[config.mk]
export PLATFORM = sky130hd
export DESIGN_NAME = utf16_to_utf8_transcoder_core
export DESIGN_NICKNAME = d
export VERILOG_FILES = /design/src/hw/rtl/u16u8_pkg.sv /design/src/hw/rtl/u16u8_front.sv /design/src/hw/rtl/u16u8_fifo.sv /design/src/hw/rtl/u16u8_back.sv /design/src/hw/rtl/utf16_to_utf8_transcoder_core.sv
export SDC_FILE = /design/constraint.sdc
export NUM_CORES = 1
export LEC_CHECK = 0
export BUFFER_PORTS_ARGS = -buffer_cell sky130_fd_sc_hd__buf_2
export CAP_MARGIN = 20
export CORE_MARGIN = 1.5
export CORE_UTILIZATION = 30
export CTS_CLUSTER_SIZE = 10
export DETAILED_ROUTE_END_ITERATION = 10
export PLACE_DENSITY = 0.56
export SLEW_MARGIN = 40
export SYNTH_ARGS = -nofsm -noshare
export SYNTH_HDL_FRONTEND = slang
export SYNTH_SLANG_ARGS = --single-unit
[constraint.sdc]
create_clock -name clk_i -period 9.5 [get_ports clk_i]
set_input_delay 0.95 -clock clk_i [delete_from_list [all_inputs] [get_ports clk_i]]
set_output_delay 0.95 -clock clk_i [all_outputs]
set_load 0.01 [all_outputs]
[src/hw/rtl/u16u8_pkg.sv]
// ----------------------------------------------------------------------------
// UTF-16 to UTF-8 transcoder package
// Shared types, surrogate constants and the code point encoder.
// ----------------------------------------------------------------------------
package u16u8_pkg;

  // Surrogate ranges, upper six bits of the code unit
  localparam logic [5:0] SurHighTag = 6'b110110;  // 0xD800..0xDBFF
  localparam logic [5:0] SurLowTag  = 6'b110111;  // 0xDC00..0xDFFF
  localparam logic [20:0] SuppBase  = 21'h010000;

  localparam int unsigned EntryBytes = 6;

  // One encoded code point, up to four bytes, lowest index sent first
  typedef struct packed {
    logic [3:0][7:0] b;
    logic [2:0]      n;
  } utf8_seq_t;

  // Work handed from front to back: all bytes one unit causes
  typedef struct packed {
    logic [EntryBytes-1:0][7:0] bytes;
    logic [2:0]                 nbytes;
  } u16u8_entry_t;

  // Queue status seen by front and back
  typedef struct packed {
    logic full;
    logic empty;
  } u16u8_fifo_status_t;

  // Encode one code point (at most 0x10FFFF) as 1 to 4 UTF-8 bytes
  function automatic utf8_seq_t encode_point(input logic [20:0] cp);
    utf8_seq_t s;
    s = '0;
    if (cp < 21'h80) begin
      s.b[0] = {1'b0, cp[6:0]};
      s.n    = 3'd1;
    end else if (cp < 21'h800) begin
      s.b[0] = {3'b110, cp[10:6]};
      s.b[1] = {2'b10, cp[5:0]};
      s.n    = 3'd2;
    end else if (cp < SuppBase) begin
      s.b[0] = {4'b1110, cp[15:12]};
      s.b[1] = {2'b10, cp[11:6]};
      s.b[2] = {2'b10, cp[5:0]};
      s.n    = 3'd3;
    end else begin
      s.b[0] = {5'b11110, cp[20:18]};
      s.b[1] = {2'b10, cp[17:12]};
      s.b[2] = {2'b10, cp[11:6]};
      s.b[3] = {2'b10, cp[5:0]};
      s.n    = 3'd4;
    end
    return s;
  endfunction

endpackage

[src/hw/rtl/u16u8_front.sv]
// ----------------------------------------------------------------------------
// UTF-16 to UTF-8 front end
// Accepts code units, pairs surrogates and builds the byte entry per unit.
// ----------------------------------------------------------------------------
module u16u8_front (
  input  logic                         clk_i,
  input  logic                         rst_ni,
  input  logic                         valid_i,
  output logic                         ready_o,
  input  logic [15:0]                  code_unit_i,
  input  logic                         final_unit_i,
  input  u16u8_pkg::u16u8_fifo_status_t fifo_st_i,
  output logic                         push_o,
  output u16u8_pkg::u16u8_entry_t      entry_o
);
  import u16u8_pkg::*;

  logic [9:0] held_high_q, held_high_d;
  logic       held_valid_q, held_valid_d;
  logic       accept;
  logic       is_high, is_low, main_en;
  logic [20:0] pair_cp;
  utf8_seq_t  seq_pair, seq_held, seq_main;
  logic [2:0] main_n;

  assign ready_o = !fifo_st_i.full;
  assign accept  = valid_i && ready_o;

  // Classify the unit
  assign is_high = (code_unit_i[15:10] == SurHighTag);
  assign is_low  = (code_unit_i[15:10] == SurLowTag);
  assign main_en = !(is_high && !final_unit_i);

  // Encoders for the joined pair, the held unit alone and the new unit
  assign pair_cp  = SuppBase + {1'b0, held_high_q, code_unit_i[9:0]};
  assign seq_pair = encode_point(pair_cp);
  assign seq_held = encode_point({5'd0, SurHighTag, held_high_q});
  assign seq_main = encode_point({5'd0, code_unit_i});
  assign main_n   = main_en ? seq_main.n : 3'd0;

  // Build the entry
  always_comb begin
    entry_o = '0;
    if (held_valid_q && is_low) begin
      entry_o.bytes[3:0] = seq_pair.b;
      entry_o.nbytes     = seq_pair.n;
    end else if (held_valid_q) begin
      entry_o.bytes[2:0] = seq_held.b[2:0];
      entry_o.bytes[5:3] = seq_main.b[2:0];
      entry_o.nbytes     = 3'd3 + main_n;
    end else begin
      entry_o.bytes[3:0] = seq_main.b;
      entry_o.nbytes     = main_n;
    end
  end

  assign push_o = accept && (entry_o.nbytes != 3'd0);

  // Hold a high surrogate that does not end the string
  always_comb begin
    held_valid_d = held_valid_q;
    held_high_d  = held_high_q;
    if (accept) begin
      held_valid_d = is_high && !final_unit_i && !(held_valid_q && is_low);
      held_high_d  = held_valid_d ? code_unit_i[9:0] : 10'd0;
    end
  end

  always_ff @(posedge clk_i or negedge rst_ni) begin
    if (!rst_ni) begin
      held_valid_q <= 1'b0;
      held_high_q  <= 10'd0;
    end else begin
      held_valid_q <= held_valid_d;
      held_high_q  <= held_high_d;
    end
  end

endmodule

[src/hw/rtl/u16u8_fifo.sv]
// ----------------------------------------------------------------------------
// UTF-16 to UTF-8 entry queue
// Short queue of byte entries between front and back.
// ----------------------------------------------------------------------------
module u16u8_fifo #(
  parameter int unsigned Depth = 2
) (
  input  logic                          clk_i,
  input  logic                          rst_ni,
  input  logic                          push_i,
  input  u16u8_pkg::u16u8_entry_t       entry_i,
  input  logic                          pop_i,
  output u16u8_pkg::u16u8_entry_t       entry_o,
  output u16u8_pkg::u16u8_fifo_status_t status_o
);
  import u16u8_pkg::*;

  localparam int unsigned PtrW = (Depth > 1) ? $clog2(Depth) : 1;
  localparam int unsigned CntW = $clog2(Depth + 1);
  localparam logic [PtrW-1:0] LastPtr = PtrW'(Depth - 1);
  localparam logic [CntW-1:0] FullCnt = CntW'(Depth);

  u16u8_entry_t    mem_q [Depth];
  logic [PtrW-1:0] wr_ptr_q, wr_ptr_d, rd_ptr_q, rd_ptr_d;
  logic [CntW-1:0] cnt_q, cnt_d;
  logic            do_push, do_pop;

  assign status_o.full  = (cnt_q == FullCnt);
  assign status_o.empty = (cnt_q == '0);
  assign do_push = push_i && !status_o.full;
  assign do_pop  = pop_i && !status_o.empty;
  assign entry_o = mem_q[rd_ptr_q];

  // Advance pointers with wrap and track occupancy
  always_comb begin
    wr_ptr_d = wr_ptr_q;
    rd_ptr_d = rd_ptr_q;
    cnt_d    = cnt_q;
    if (do_push) wr_ptr_d = (wr_ptr_q == LastPtr) ? '0 : wr_ptr_q + 1'b1;
    if (do_pop)  rd_ptr_d = (rd_ptr_q == LastPtr) ? '0 : rd_ptr_q + 1'b1;
    if (do_push && !do_pop) cnt_d = cnt_q + 1'b1;
    else if (!do_push && do_pop) cnt_d = cnt_q - 1'b1;
  end

  always_ff @(posedge clk_i or negedge rst_ni) begin
    if (!rst_ni) begin
      wr_ptr_q <= '0;
      rd_ptr_q <= '0;
      cnt_q    <= '0;
    end else begin
      wr_ptr_q <= wr_ptr_d;
      rd_ptr_q <= rd_ptr_d;
      cnt_q    <= cnt_d;
    end
  end

  // Store entries
  always_ff @(posedge clk_i) begin
    if (do_push) mem_q[wr_ptr_q] <= entry_i;
  end

endmodule

[src/hw/rtl/u16u8_back.sv]
// ----------------------------------------------------------------------------
// UTF-16 to UTF-8 back end
// Takes entries from the queue and sends their bytes one beat at a time.
// ----------------------------------------------------------------------------
module u16u8_back (
  input  logic                          clk_i,
  input  logic                          rst_ni,
  input  u16u8_pkg::u16u8_entry_t       entry_i,
  input  u16u8_pkg::u16u8_fifo_status_t fifo_st_i,
  output logic                          pop_o,
  output logic                          valid_o,
  input  logic                          ready_i,
  output logic [7:0]                    utf8_byte_o,
  output logic                          run_end_o
);
  import u16u8_pkg::*;

  logic [EntryBytes-2:0][7:0] rest_q, rest_d;
  logic [2:0]                 rem_q, rem_d;
  logic                       out_valid_q, out_valid_d;
  logic [7:0]                 out_byte_q, out_byte_d;
  logic                       out_last_q, out_last_d;
  logic                       advance;

  assign advance = !out_valid_q || ready_i;
  assign pop_o   = advance && (rem_q == 3'd0) && !fifo_st_i.empty;

  // Next beat: drain the current entry, else load a fresh one
  always_comb begin
    rest_d      = rest_q;
    rem_d       = rem_q;
    out_valid_d = out_valid_q;
    out_byte_d  = out_byte_q;
    out_last_d  = out_last_q;
    if (advance) begin
      if (rem_q != 3'd0) begin
        out_valid_d = 1'b1;
        out_byte_d  = rest_q[0];
        out_last_d  = (rem_q == 3'd1);
        rest_d      = {8'd0, rest_q[EntryBytes-2:1]};
        rem_d       = rem_q - 3'd1;
      end else if (pop_o) begin
        out_valid_d = 1'b1;
        out_byte_d  = entry_i.bytes[0];
        out_last_d  = (entry_i.nbytes == 3'd1);
        rest_d      = entry_i.bytes[EntryBytes-1:1];
        rem_d       = entry_i.nbytes - 3'd1;
      end else begin
        out_valid_d = 1'b0;
      end
    end
  end

  always_ff @(posedge clk_i or negedge rst_ni) begin
    if (!rst_ni) begin
      rem_q       <= 3'd0;
      out_valid_q <= 1'b0;
    end else begin
      rem_q       <= rem_d;
      out_valid_q <= out_valid_d;
    end
  end

  always_ff @(posedge clk_i) begin
    rest_q     <= rest_d;
    out_byte_q <= out_byte_d;
    out_last_q <= out_last_d;
  end

  assign valid_o     = out_valid_q;
  assign utf8_byte_o = out_byte_q;
  assign run_end_o   = out_last_q;

endmodule

[src/hw/rtl/utf16_to_utf8_transcoder_core.sv]
// ----------------------------------------------------------------------------
// UTF-16 to UTF-8 transcoder core
// Path: a unit's entry is written into the entry queue, and its first byte is
//   then loaded into the output register when the output stage is free.
// Output: one byte per cycle from the output serialiser while the sink is
//   ready; a unit causes 0 to 6 bytes, and one with no bytes pushes no entry.
// The front takes a unit each cycle while the entry queue has room.
// Reset: asynchronous, clears the pending surrogate, queue and output stage.
// ----------------------------------------------------------------------------
module utf16_to_utf8_transcoder_core #(
  parameter int unsigned FifoDepth = 2
) (
  input  logic        clk_i,
  input  logic        rst_ni,
  input  logic        s_axis_tvalid,
  output logic        s_axis_tready,
  input  logic [15:0] s_axis_tdata,   // [15:0] code_unit
  input  logic        s_axis_tlast,   // final_unit
  output logic        m_axis_tvalid,
  input  logic        m_axis_tready,
  output logic [7:0]  m_axis_tdata,   // [7:0] utf8_byte
  output logic        m_axis_tlast    // run_end
);
  import u16u8_pkg::*;

  u16u8_fifo_status_t fifo_st;
  u16u8_entry_t       push_entry, head_entry;
  logic               push, pop;

  u16u8_front u_front (
    .clk_i        (clk_i),
    .rst_ni       (rst_ni),
    .valid_i      (s_axis_tvalid),
    .ready_o      (s_axis_tready),
    .code_unit_i  (s_axis_tdata),
    .final_unit_i (s_axis_tlast),
    .fifo_st_i    (fifo_st),
    .push_o       (push),
    .entry_o      (push_entry)
  );

  u16u8_fifo #(
    .Depth (FifoDepth)
  ) u_fifo (
    .clk_i    (clk_i),
    .rst_ni   (rst_ni),
    .push_i   (push),
    .entry_i  (push_entry),
    .pop_i    (pop),
    .entry_o  (head_entry),
    .status_o (fifo_st)
  );

  u16u8_back u_back (
    .clk_i       (clk_i),
    .rst_ni      (rst_ni),
    .entry_i     (head_entry),
    .fifo_st_i   (fifo_st),
    .pop_o       (pop),
    .valid_o     (m_axis_tvalid),
    .ready_i     (m_axis_tready),
    .utf8_byte_o (m_axis_tdata),
    .run_end_o   (m_axis_tlast)
  );

  // Front never pushes into a full queue
  assert property (@(posedge clk_i) disable iff (!rst_ni)
    push |-> !fifo_st.full)
    else $error("push into full entry queue");

  // Every pushed entry carries one to six bytes
  assert property (@(posedge clk_i) disable iff (!rst_ni)
    push |-> (push_entry.nbytes != 3'd0) && (push_entry.nbytes <= 3'd6))
    else $error("bad byte count in entry");

  // Back never pops an empty queue
  assert property (@(posedge clk_i) disable iff (!rst_ni)
    pop |-> !fifo_st.empty)
    else $error("pop from empty entry queue");

  // A popped entry shows up on the output in the next cycle
  assert property (@(posedge clk_i) disable iff (!rst_ni)
    pop |=> m_axis_tvalid)
    else $error("popped entry not presented");

endmodule
==> flow_summary.toml <==
[sta]
worst_slew_slack_as_a_fraction_of_its_limit = 0.5009
timing_worst_slew_pin_value_ns = 0.7446
maxSlewViolCount = 0
unrepaired_setup_endpoints_after_global_routing = "no"
final-hold-violation-count = 0
layout_min_cycle_time_ns = 3.503
fin_crit_sh = 0.3688
setup_violations = 0
skew_ns = 0.01336
finalSetupTns_ns = 0
post_route_setup_slack_ns = 5.997
fmax_mhz = 285.4

[setup_path]
cp_top_family = "simple AND/OR/NAND/NOR gates"
critPathMaxStageDelay_ns = 0.51
path_cells = "buf_2 -> nor4_4 -> nand3_1 -> nand2_1 -> ha_1 -> o221a_2 -> a31oi_4 -> nor2b_4 -> buf_4"
worst_setup_path_start_kind = "input pin"
timing.critical_path.required_ns = 9.55
setup.worst_path.class = "in2reg"
cp_slowest_cell = "buf_4"
critical_path_arrival_ns = 3.56
crit_path_buffers_inverters = 2
crit_fanout = 46
crit_path_end_kind = "register"

[layout]
most-common-layout-cells = "edfxtp_1 (139), nand2_1 (54), o21ai_0 (50)"
layout_commonest_cell = "edfxtp_1"
areaGrowthSynthToFinish_pct = 15.58
drive_above_1_share = 0.1468
layout.nets = 596
fin_area_um2 = 8149
n_antenna_cell = 0

[floorplan]
site_rows = 55
chipHeight_um = 156.3
initial_utilization = 0.3086
num_io_pins = 32
die_x_um = 156.3
die_ar_um2 = 24430
core_um2 = 22850

[detailed_routing]
firstDrtPassIters = 7
drc = 0
final_antenna_net_count = 0
routedWlPerCell_um = 18.54
route.final.wire_length_mm = 16.54
vias = 4465
detail_route.iter0.violations = 370
viasPerCell = 5.006

[pwr]
power.static_leakage_nw = 3.074
switchingPower_uw = 670.4
power.density_nw_per_um2 = 282.5
comb_power_frac = 0.234
worst_voltage_drop_across_the_vdd_grid_uv = 117.8
p_int_mw = 1.632
switching_share = 0.2912
reg_power_frac = 0.468
clockPowerShare = 0.298
total_power_mw = 2.302

[yosys]
synth_sequential_area_ratio = 0.6594
synth-seq-cells = 158
syn_inst = 543
synthesis_warnings = 0
yosys.cell_types.count = 54
synth.cell_area_um2 = 7051
postSynth.topFlopCell = "edfxtp_1"
syn_avg_cell_area_um2 = 12.98
synth_async_sr_flop_share = 0.1203
synth-edff-count = 139
synthesis.nets = 572

[global_route]
grt_start_max_net_pins = 83
grt_use_total = 0.1417
antenna_violations_before_repair = 0
first_pass_grt_wire_length_mm = 25.70
first_global_vias = 4423
grt-ovfl-total = 0

[clock_tree]
ctsResizeCount = 0
cts_htree_levels = 4
clock_sinks = 158
clock_latency_at_the_later_pin_of_the_worst_skew_pair_ns = 0.43
clkSlewWorstSetupHoldPaths_ns = 0.07
cts_buffer_depth = 2
clock_tree.root_cell = "clkbuf_16"
postCtsHoldBufs = 0
cts_tree = "built"
cts_inserted_buffers = 17
cts_setup_buffers = 0

[placement]
port_buffers = 31
dpl_hpwl_mm = 11.13
gp_congestion = 0.9172
place_area_um2 = 7533
place_ws_ns = 5.528

[status]
run_status = "complete, no violations"

[worst_hold_path]
hold_path.class = "in2async"

[flow_run]
drv_cap = 0
==> power groups by stage <==
stage / Combinational [mW] / Clock (mW) / Sequential (mW)
after floorplan: 0.382 / 0 / 1.10
after global placement: 0.535 / 0 / 1.09
after detailed placement: 0.547 / 0 / 1.09
after CTS: 0.548 / 0.702 / 1.08
after global routing: 0.616 / 0.735 / 1.10
final: 0.539 / 0.686 / 1.08
==> cell usage after synthesis (all sizes together), types with 5 or more instances <==
| library cell | n | area, um2 |
|---|---|---|
| o21ai | 50 | 250.2 |
| nand3 | 8 | 40.04 |
| clkbuf | 23 | 86.33 |
| buf | 10 | 51.29 |
| mux2i | 46 | 460.4 |
| nor2 | 43 | 161.4 |
| and3 | 8 | 50.05 |
| a22o | 13 | 113.9 |
| edfxtp | 139 | 4174 |
| inv | 16 | 60.06 |
| a22oi | 6 | 45.04 |
| and2 | 8 | 50.05 |
| a222oi | 6 | 60.06 |
| a21oi | 21 | 105.1 |
| ha | 8 | 100.1 |
| dfrtp | 19 | 475.5 |
| nand2 | 54 | 202.7 |
| o211ai | 5 | 42.54 |
==> worst paths after layout <==
check / slack [ns] / start / depth (start not counted) / to
max: 6.00 / s_axis_tdata[10] / 9 / u_fifo.mem_q[0][6]
max reg2reg: 6.24 / u_front.held_valid_q / 8 / u_fifo.mem_q[0][6]
min reg2reg: 0.52 / u_fifo.cnt_q[1] / 1 / u_fifo.cnt_q[1]
min: 0.47 / rst_ni / 1 / u_fifo.cnt_q[1]
min in group clk_i: 0.52 / u_fifo.cnt_q[1] / 1 / u_fifo.cnt_q[1]
max in group asynchronous: 8.68 / rst_ni / 1 / u_fifo.rd_ptr_q
==> cell families after synthesis <==
logic type | Yosys count | synth area share
flip-flops | 158 | 0.6594
AND/OR/NAND/NOR | 141 | 0.09477
AO/OA/AOI/OAI | 134 | 0.1295
buffers and inverters | 49 | 0.02804
multiplexers | 46 | 0.06531
adder cells (fa/ha/maj) | 8 | 0.01420
XOR/XNOR | 7 | 0.008696
==> per-stage QoR <==
stage / utilization / instances / hold slack (ns)
finish: 0.3567 / 892 / 0.4731
floorplan: - / 543 / 0.4555
global route: 0.3567 / 892 / 0.4928
detailed placement: 0.3297 / 860 / 0.5040
CTS: 0.3557 / 891 / 0.4731
global placement: 0.3295 / 860 / 0.4969
==> layout make-up <==
class                   count  area [um2]
clock buffers              18       429.2
clock inverters            13       163.9
fillers                  2254       14700
inverters                  16       60.06
multi-input cells         336        2233
flip-flops and latches    158        4651
well taps                 313       391.6
repair buffers             38       220.2
==> registers in the layout (all words and copies together) (netlist names), 2 cells and up <==
signal / count
u_fifo.mem_q: 92
u_back.rest_q: 38
u_back.rem_q: 3
u_back.utf8_byte_o: 8
u_fifo.cnt_q: 2
u_front.held_high_q: 10
==> layer usage <==
metal,up-vias,part of all wire,global-route usage
met4,0,0.022,0.06349
li1,2091,-,-
met5,-,0,0
met3,21,0.052,0.02991
met1,2201,0.46,0.1907
met2,152,0.47,0.2199
Note: power is estimated with default switching activity, not from simulation.
